[config.mk]
export PLATFORM = sky130hd
export DESIGN_NAME = bfha_div
export DESIGN_NICKNAME = d
export VERILOG_FILES = /design/src/design/bfha_pkg.sv /design/src/design/bfha_div.sv
export SDC_FILE = /design/constraint.sdc
export NUM_CORES = 1
export LEC_CHECK = 0
export BUFFER_PORTS_ARGS = -buffer_cell sky130_fd_sc_hd__buf_2
export CAP_MARGIN = 25
export CORE_MARGIN = 2
export CORE_UTILIZATION = 39
export DETAILED_ROUTE_END_ITERATION = 6
export PLACE_DENSITY = 0.74
export SYNTH_ARGS = -nofsm -noshare
export SYNTH_HDL_FRONTEND = slang
export SYNTH_SLANG_ARGS = --single-unit
[constraint.sdc]
create_clock -name clk -period 0.8 [get_ports clk]
set_clock_uncertainty 0.15 [all_clocks]
set_input_delay 0.08 -clock clk [delete_from_list [all_inputs] [get_ports clk]]
set_output_delay 0.08 -clock clk [all_outputs]
set_load 0.01 [all_outputs]
[src/design/bfha_pkg.sv]
// shared types, widths and codes for the best-fit heap allocator
package bfha_pkg;

	localparam int ALIGN_DEF   = 8;
	localparam int HEADER_DEF  = 16;
	localparam int GRANULE_DEF = 8192;

	localparam int DATA_W = 32;
	localparam int REQ_W  = 17;
	localparam int SZ_W   = 16;
	localparam int IDX_W  = 18;
	localparam int REM_W  = 5;

	localparam logic REG_HEAP_BASE  = 1'b0;
	localparam logic REG_HEAP_BYTES = 1'b1;

	localparam logic [2:0] ST_ALLOC   = 3'd0;
	localparam logic [2:0] ST_BADSIZE = 3'd1;
	localparam logic [2:0] ST_NOFIT   = 3'd2;
	localparam logic [2:0] ST_FREED   = 3'd3;
	localparam logic [2:0] ST_BADFREE = 3'd4;

	typedef struct packed {
		logic              done;
		logic [DATA_W-1:0] quot;
		logic [REM_W-1:0]  rem;
	} div_res_t;

endpackage

[src/design/bfha_div.sv]
// divide and remainder by the power-of-two alignment constant, registered
module bfha_div #(
	parameter int ALIGN_BYTES = bfha_pkg::ALIGN_DEF
) (
	input  logic                        clk,
	input  logic                        arst_n,
	input  logic                        start,
	input  logic [bfha_pkg::DATA_W-1:0] arg,
	output bfha_pkg::div_res_t          res
);

	localparam int SH = $clog2(ALIGN_BYTES);

	logic [bfha_pkg::DATA_W-1:0] quot_q;
	logic [SH-1:0]               rem_q;
	logic                        done_q;

	always_ff @(posedge clk or negedge arst_n) begin
		if (!arst_n) begin
			done_q <= 1'b0;
		end else begin
			done_q <= start;
		end
	end

	always_ff @(posedge clk) begin
		if (start) begin
			quot_q <= arg >> SH;
			rem_q  <= arg[SH-1:0];
		end
	end

	assign res.done = done_q;
	assign res.quot = quot_q;
	assign res.rem  = bfha_pkg::REM_W'(rem_q);

endmodule

==> results.yml <==
clock_tree:
  clock-root-buffer: "clkbuf_4"
  cts_buffers: 5
  cts_buffer_depth: 2
  ctsHoldBuffers: 33
  clk_pin_slew_worst_paths_ns: 0.10
  cts_tree: "built"
  htree_levels: 2
  numClockSinks: 33
global_route:
  antenna_found_initial: 0
  grt-ovfl-total: 0
  grt_max_degree: 21
  grt_pass1_vias: 749
  grtUsageTotal: 0.1626
  grt_pass1_wl_mm: 3.532
timing:
  maxSlewViolCount: 0
  finalCritPeriodShare: 1.378
  timing.hold.ws_ns: -0.1009
  setup_viol: 35
  fin_crit_ns: 1.103
  rsz0062_at_grt: "yes"
  setup_slack_ns: -0.3025
  finalHoldViolCount: 3
  fmax_ghz: 0.9070
detailed_routing:
  drcViolationCount: 0
  ant_nets: 0
  dr.pass1.iters: 3
  finalWirelength_mm: 2.265
  via_per_inst: 4.191
  wl_per_cell_um: 12.72
  drt_iter0_drc: 20
  num_vias: 746
placement:
  io_buffers: 67
  gp_congestion: 0.6710
yosys:
  synth_cell_types: 4
  synth_compound_area_frac: 0
  synth_xor_area_frac: 0
  ys_seq_elements: 33
  yosysTopAreaCell: "edfxtp_1"
  synthAdderAreaFrac: 0
  synth_top_area_frac: 0.9287
  syn_inst: 40
  synth_mux_area_frac: 0
  yosysWarnings: 0
  yosys-top-cells-area: "edfxtp_1 (93%), buf_4 (4.4%), dfrtp_1 (2.4%)"
  synth-simple-area-share: 0
  syn-cell-area_mm2: 0.001035
  postSynthAreaPerCell_um2: 25.87
  synth_seq_area_share: 0.9528
  synth_top_family_by_area: "buffers and inverters"
cells_and_area:
  layout.nets: 182
  fillers: 158
  multi_input_area_um2: 18.77
  antenna_cells: 0
  syn_to_final_growth_pct: 75.09
  drive_gt1_frac: 0.5068
  postLayoutCoreUtil: 0.7247
  regArea_um2: 985.9
pwr:
  p_comb_frac: 0.135
  swShare: 0.2136
  p_seq_frac: 0.593
  p_int_w: 0.002742
  leakage_nw: 0.8116
  power.density_mw_per_mm2: 1925
  netSwitchingPower_w: 0.0007448
  power_frac_clock: 0.271
  ir_drop_mv: 1.720
critical_path:
  arrival_ns: 0.87
  path_class: "flop to output port"
  cp_slowest_cell: "edfxtp_1"
  crit_family: "flip-flops"
  required_ns: 0.57
  endpoint_kind: "output port"
  critical_path.cell_chain: "buf_2"
  cp_slowest_stage_delay_ns: 0.39
  cp.depth: 1
  timing.critical_path.from_type: "flop"
  cp_num_buf_inv: 1
  crit_fanout: 1
floorplan:
  dieHeight_um: 55.51
  die_area_mm2: 0.003081
  start_util: 0.4139
  ios: 73
  coreArea_mm2: 0.002500
  num_rows: 18
  die_w_um: 55.51
job:
  drv_cap: 0
worst_hold_path:
  hold_path_class: "primary input to asynchronous set/reset pin"
status:
  violations: "hold timing, setup timing"
  status: "finished, violations left"
## cell usage after synthesis
cell type / instances
edfxtp_1: 32
buf_4: 6
conb_1: 1
dfrtp_1: 1
## flip-flops by register name, indices dropped and copies added (netlist names)
signal  cells
done_q      1
quot_q     29
rem_q       3
## worst max-delay path by stage
| stage | startpoint | end | slack (ns) |
|---|---|---|---|
| after floorplan | done_q$_DFF_PN0_ | res[37] | 0.10 |
| after global placement | start | rem_q[0]$_DFFE_PP_ | -0.03 |
| after detailed placement | start | quot_q[3]$_DFFE_PP_ | -0.04 |
| after CTS | quot_q[16]$_DFFE_PP_ | res[21] | -0.31 |
| after global routing | quot_q[7]$_DFFE_PP_ | res[12] | -0.34 |
| final | quot_q[7]$_DFFE_PP_ | res[12] | -0.30 |
## routing by layer
| layer | share of wire | track usage |
|---|---|---|
| met1 | 0.34 | 0.1513 |
| met2 | 0.53 | 0.2840 |
| met3 | 0.11 | 0.07260 |
| met4 | 0.027 | 0.1045 |
| met5 | 0 | 0 |
## final cells by class
| class | instances | share of cell area |
|---|---|---|
| tap | 30 | 0.02072 |
| multi-input combinational | 5 | 0.01036 |
| timing repair buffer | 102 | 0.3923 |
| clock buffer | 8 | 0.03246 |
| sequential | 33 | 0.5442 |
## metrics by stage
step	setup TNS [ns]	std cells	total power, W	setup WS (ns)	area [um2]
2_1_floorplan	0	44	0.002225	0.1032	1050
3_3_place_gp	-0.5916	137	0.002443	-0.02950	1418
3_5_place_dp	-0.9349	137	0.002453	-0.04220	1418
4_1_cts	-9.168	178	0.003509	-0.3130	1807
5_1_grt	-10.24	178	0.003635	-0.3429	1812
6_report	-8.783	178	0.003487	-0.3025	1812
## placed cells by master (no fill, tap or decap), drive strengths merged
master,netlist,layout
buf,6,69
edfxtp,32,32
dlygate4sd3,0,31
clkbuf,0,8
conb,1,5
dlymetal6s4s,0,2
dfrtp,1,1
## cell families after synthesis
kind of cell,after synthesis
flip-flops,33
buffers and inverters,6
other,1
## power groups by stage
| stage | Sequential (W) | Clock [W] | Combinational, W |
|---|---|---|---|
| floorplan | 0.00219 | 0 | 0.0000334 |
| global placement | 0.00210 | 0 | 0.000338 |
| detailed placement | 0.00211 | 0 | 0.000343 |
| CTS | 0.00207 | 0.000971 | 0.000467 |
| global route | 0.00208 | 0.00104 | 0.000511 |
| finish | 0.00207 | 0.000946 | 0.000472 |
## repair_timing
action                                  4_1_cts  5_1_grt
resized for setup                             0        2
endpoints found under the setup margin       33       35
gates cloned                                  0        0
setup buffers                                 0        0
endpoints found under the hold margin        34        3
No activity file was read; power rests on OpenSTA's default activity.
