--- src/design/bfha_ram.sv ---
// generic single-port ram with registered read
module bfha_ram #(
	parameter int WIDTH = 1,
	parameter int DEPTH = 16
) (
	input  logic                     clk,
	input  logic                     we,
	input  logic [$clog2(DEPTH)-1:0] addr,
	input  logic [WIDTH-1:0]         wdata,
	output logic [WIDTH-1:0]         rdata
);

	logic [WIDTH-1:0] mem_q [DEPTH];

	always_ff @(posedge clk) begin
		if (we) begin
			mem_q[addr] <= wdata;
		end
		rdata <= mem_q[addr];
	end

endmodule

--- config.mk ---
export PLATFORM = sky130hd
export DESIGN_NAME = bfha_ram
export DESIGN_NICKNAME = d
export VERILOG_FILES = /design/src/design/bfha_ram.sv
export SDC_FILE = /design/constraint.sdc
export NUM_CORES = 1
export LEC_CHECK = 0
export BUFFER_PORTS_ARGS = -buffer_cell sky130_fd_sc_hd__buf_2
export CORE_MARGIN = 2
export CORE_UTILIZATION = 54
export CTS_CLUSTER_DIAMETER = 30
export DETAILED_ROUTE_END_ITERATION = 12
export PLACE_DENSITY = 0.78
export SKIP_CTS_REPAIR_TIMING = 1
export SYNTH_ARGS = -nofsm -noshare
export SYNTH_HDL_FRONTEND = slang
export SYNTH_SLANG_ARGS = --single-unit
--- constraint.sdc ---
create_clock -name clk -period 1.43 [get_ports clk]
set_input_delay 0.2145 -clock clk [delete_from_list [all_inputs] [get_ports clk]]
set_output_delay 0.2145 -clock clk [all_outputs]
set_load 0.02 [all_outputs]
==> results of run 1 <==
-- path summary, 6_finish.rpt --
| path | start | end | slack [ns] | cells after the start |
|---|---|---|---|---|
| max reg2reg | mem_q[9] | rdata | 0.19 | 3 |
| min reg2reg | mem_q[4] | rdata | 0.77 | 3 |
| min | addr[2] | rdata | 0.17 | 2 |
| max | mem_q[9] | rdata | 0.19 | 3 |
-- cell families (layout without fill, tap and decap cells) --
logic type,count (synthesis),after routing
buffers and inverters,2,11
flip-flops,17,17
multiplexers,7,7
AND/OR/NAND/NOR,23,23
-- sequential cells by signal, summed over array words and instances (netlist names) --
name / cells
rdata: 1
mem_q: 16
-- area by class of cell --
class,count,area (sq um)
clock buffers,3,22.5
clock inverters,1,5.00
fillers,109,489
multi-input cells,30,246
flip-flops and latches,17,500
well taps,15,18.8
repair buffers,7,35.0
-- per-stage QoR --
step                cell area, sq um  power (mW)
floorplan                        763       0.618
global placement                 801       0.643
detailed placement               801       0.646
CTS                              828       0.893
global route                     828       0.927
finish                           828       0.886
-- cell usage in the layout, fill, tap and decap left out --
| cell type | instances |
|---|---|
| nand2_1 | 1 |
| or3b_2 | 1 |
| nand3b_1 | 2 |
| nor3_1 | 4 |
| clkbuf_4 | 3 |
| mux4_1 | 4 |
| buf_2 | 7 |
| mux2i_1 | 3 |
| nand2b_1 | 1 |
| edfxtp_1 | 16 |
| dfxtp_1 | 1 |
| nor2_1 | 12 |
| nand3_1 | 1 |
| or2b_1 | 1 |
| clkinv_2 | 1 |
-- where the power goes --
| group | switching, mW | internal (mW) |
|---|---|---|
| combinational | 0.0442 | 0.0306 |
| sequential | 0.00283 | 0.556 |
| clock | 0.148 | 0.104 |
| total | 0.195 | 0.691 |
-- layer usage --
layer  part of all wire (%)  wire, um  GRT usage, %  up-vias
met4                    1.1        14          5.81        0
met2                     47       576          23.8        8
met5                      0         0             0        -
met1                     48       592          23.4      207
met3                    3.4        42          3.91        2
li1                       -         -             -      209
-- worst max-delay path, stage by stage, from the launching register on --
cell and delay (ns):
edfxtp_1 0.37, mux4_1 0.51, mux2i_1 0.17, mux2i_1 0.09
==> qor.txt, run 1 <==
Outcome -> completed
Initial core utilization -> 57.9%
Syn Std Cell Area -> 763 sq um
Crit path launch type -> flip-flop
Global route overflow -> 0
Synth Area in XOR/XNOR -> 0%
Number of global-route vias before repair -> 415
Hold Fails Final Rpt -> 0
Via count -> 426
First-pass DRT Iterations -> 4
Critical Path RT -> 1.61 ns
Minimum period implied by the final worst setup slack -> 1.24 ns
# IOs -> 8
Tcrit/Tclk final -> 87.0%
Largest net degree at the start of global routing -> 17
Syn Nets -> 56
Max FO, Critical Path -> 1
Post-synthesis sequential area ratio -> 65.6%
Arr. time, crit path -> 1.43 ns
Syn. warnings -> 0
Post-detail-place hpwl -> 870 um
HP Class -> in -> reg
Simple-Gate Fraction of Synth Area -> 14.6%
Ys flop type -> edfxtp_1
Std-Cell Rows -> 13
RSZ-0062 raised after global routing -> false
Adder-cell share of the synthesized area -> 0%
CTS tree -> yes
Die span in x -> 41.6 um
Max-cap violations -> 0
Slew @ Worst Pin -> 0.251 ns
Area growth syn-to-layout -> 8.52%
Post-synth ARST share -> 0%
GRT Overall Usage -> 16.1%
Cells after DPL -> 69
Final wirelength -> 1230 um
Clk buf depth -> 2
Clock Sinks -> 17
Clock transition at the registers of the reported paths -> 0.10 ns
P per Cell Area -> 1070 nW/um^2
Die Y -> 41.6 um
Core area -> 1320 sq um
Port Buffers -> 7
Final setup fails -> 0
Layout cell share with drive strength beyond 1 -> 20.7%
Post-synth EDFFs -> 16
Hold slack -> 0.171 ns
Synth Register Bits -> 17
Yosys cell types -> 14
Final nets -> 66
Post-route ant nets -> 0
Die area -> 1730 sq um
Routability congestion estimate -> 0.700
Rel. slew slack -> 83.3%
Antenna cells -> 0
Inserted Clock Buffers -> 3
Peak supply drop -> 0.000589 V
Most frequent cell after synthesis -> edfxtp_1
Syn Inst Count -> 49
Final WS setup -> 0.186 ns
Leak -> 0.291 nW
Iteration-0 DRC Markers -> 9
Place WS -> 0.0452 ns
Via-to-Cell Ratio -> 5.84
Compound-Gate Fraction of Synth Area -> 0%
Synth area leaders -> edfxtp_1, mux4_1, nor2_1
Critical Path End Type -> flip-flop
Final design utilization -> 62.9%
Initial antenna violation count -> 0
Final Slew Violations -> 0
Setup TNS -> 0 ns
Post-synth top cells -> edfxtp_1, nor2_1, mux4_1, nor3_1, mux2i_1
Post-synthesis mux area share -> 17.7%
Leading area contributor after synthesis -> edfxtp_1
Clk_lat worst skew -> 0.29 ns
Clock Tree Root -> clkbuf_4
Clock skew -> 0.00463 ns
DRC Markers -> 0
Avg WL per Cell -> 16.8 um
First-pass GRT wire length -> 2030 um
Fmax -> 0.804 GHz
Main combinational cell family by area after synthesis -> multiplexers
Area share of the largest cell type after synthesis -> 63.0%
Synthesized area per cell -> 15.6 sq um
Htree depth -> 1
WS Path Type -> reg -> reg
Cell Count, Final, Fillers Out -> 73
No activity file was read; power rests on OpenSTA's default activity.
==> run 2, diff against run 1 <==
- CORE_UTILIZATION: 54 -> 49
- PLACE_DENSITY: 0.78 -> 0.75
- clock period: 1.43 -> 1.1 ns (I/O delays scaled with it)
==> run 2 against run 1 <==
Effect of this change: the run now ends with negative setup slack left; sequential share of layout area shrank 1.9 points; wire length shrank 1.6%; flip-flop and latch count is the same; final area increased by 3.3%; final cell count increased by 8.2%; first-iteration DRC count did not move; critical path depth is the same; clock power rose by 28%; global-route usage is 1.2 points lower; critical path type unchanged; largest cell class unchanged; largest power group unchanged.
==> qor.txt, run 2 (synthesis gave the netlist of run 1 again) <==
Outcome -> finished with violations (was completed)
Failing checks -> negative setup slack
Post-detail-place hpwl -> 831 um (was 870 um)
Initial antenna violation count -> 0 (unchanged)
Max FO, Critical Path -> 1 (unchanged)
WS Path Type -> reg -> reg (unchanged)
GRT Overall Usage -> 15.0% (was 16.1%)
Cells after DPL -> 75 (was 69)
Slew @ Worst Pin -> 0.234 ns (was 0.251 ns)
Crit path launch type -> flip-flop (unchanged)
Via count -> 433 (was 426)
Layout cell share with drive strength beyond 1 -> 33.3% (was 20.7%)
Via-to-Cell Ratio -> 5.48 (was 5.84)
Arr. time, crit path -> 1.36 ns (was 1.43 ns)
Largest regs -> mem_q (16), rdata (1) (unchanged)
Rel. slew slack -> 84.4% (was 83.3%)
Area growth syn-to-layout -> 12.1% (was 8.52%)
Final nets -> 71 (was 66)
Core area -> 1490 sq um (was 1320 sq um)
Die Y -> 43.5 um (was 41.6 um)
Die span in x -> 43.5 um (was 41.6 um)
Cell Count, Final, Fillers Out -> 79 (was 73)
Critical Path RT -> 1.28 ns (was 1.61 ns)
Minimum period implied by the final worst setup slack -> 1.18 ns (was 1.24 ns)
Critical Path End Type -> flip-flop (unchanged)
Max reg flops -> 16 (unchanged)
Hold path depth -> 3 (was 2)
Clock Sinks -> 17 (unchanged)
Std-Cell Rows -> 14 (was 13)
Number of global-route vias before repair -> 444 (was 415)
Inserted Clock Buffers -> 3 (unchanged)
Clock transition at the registers of the reported paths -> 0.09 ns (was 0.10 ns)
Final Slew Violations -> 0 (unchanged)
First-pass DRT Iterations -> 4 (unchanged)
RSZ-0062 raised after global routing -> true (was false)
R2R depth -> 3 (unchanged)
Largest net degree at the start of global routing -> 17 (unchanged)
Antenna cells -> 0 (unchanged)
Commonest non-fill, non-tap cells in the layout -> edfxtp_1, nor2_1, buf_2 (unchanged)
Tcrit/Tclk final -> 107% (was 87.0%)
Hold Fails Final Rpt -> 0 (unchanged)
Initial core utilization -> 51.3% (was 57.9%)
Final wirelength -> 1210 um (was 1230 um)
Port Buffers -> 7 (unchanged)
Largest reg by FF count -> mem_q (unchanged)
P per Cell Area -> 1360 nW/um^2 (was 1070 nW/um^2)
DRC Markers -> 0 (unchanged)
Htree depth -> 1 (unchanged)
Final setup fails -> 1 (was 0)
Clock skew -> 0.00517 ns (was 0.00463 ns)
CTS tree -> yes (unchanged)
First-pass GRT wire length -> 1980 um (was 2030 um)
Routability congestion estimate -> 0.740 (was 0.700)
Global route overflow -> 0 (unchanged)
Die area -> 1890 sq um (was 1730 sq um)
Avg WL per Cell -> 15.3 um (was 16.8 um)
Clock Tree Root -> clkbuf_4 (unchanged)
Fmax -> 0.846 GHz (was 0.804 GHz)
Final WS setup -> -0.0817 ns (was 0.186 ns)
# IOs -> 8 (unchanged)
Place WS -> -0.186 ns (was 0.0452 ns)
Peak supply drop -> 0.000700 V (was 0.000589 V)
Clk_lat worst skew -> 0.28 ns (was 0.29 ns)
Commonest non-fill, non-tap cell in the layout -> edfxtp_1 (unchanged)
Iteration-0 DRC Markers -> 9 (unchanged)
Max-cap violations -> 0 (unchanged)
Clk buf depth -> 2 (unchanged)
Leak -> 0.297 nW (was 0.291 nW)
HP Class -> in -> reg (unchanged)
Post-route ant nets -> 0 (unchanged)
## run 2: changes by cell type in the layout (fill, tap and decap cells not counted)
cell      delta
buf_4        +5
clkbuf_1     +1
clkinv_2     -1
mux4_1       -4
mux4_2       +4
nor3_1       -1
nor3_2       +1
## run 2: final timing paths
kind | from | endpoint | slack [ns]
min reg2reg | mem_q[7] | rdata | 0.76
min | addr[2] | rdata | 0.21
max | mem_q[15] | rdata | -0.08
max reg2reg | mem_q[15] | rdata | -0.08
## run 2: area by class of cell
cell class,count,area [sq um]
Clock buffer,4,26.3
Fill cell,123,633
Multi-Input combinational cell,30,236
Sequential cell,17,500
Tap cell,16,20.0
Timing Repair Buffer,12,72.6
## run 2: through the flow
stage	area, sq um	hold slack, ns	power [mW]	utilization [%]	setup TNS (ns)
final	856	0.210	1.16	57.5	-0.0817
after global routing	856	0.223	1.22	57.5	-0.149
after CTS	856	0.204	1.17	57.5	-0.0858
after detailed placement	830	0.509	0.857	55.7	-1.59
after global placement	830	0.500	0.855	55.7	-1.49
after floorplan	753	0.264	0.807	-	-0.00398
## run 2: power by group
group	switching [mW]	internal, mW
clock	0.181	0.141
sequential	0.00329	0.723
combinational	0.0628	0.0527
total	0.247	0.916
## run 2: worst max-delay path: stages (launching register included)
cell,delay (ns)
edfxtp_1,0.37
mux4_2,0.48
mux2i_1,0.15
mux2i_1,0.09
## run 2: per-layer routing
layer	vias to the layer above	wire, um	share of wire (%)	global-route usage (%)
met2	11	577	48	23.3
met1	208	574	48	19.8
met4	0	0	0	7.27
met5	-	0	0	0
met3	0	55	4.6	3.75
li1	214	-	-	-
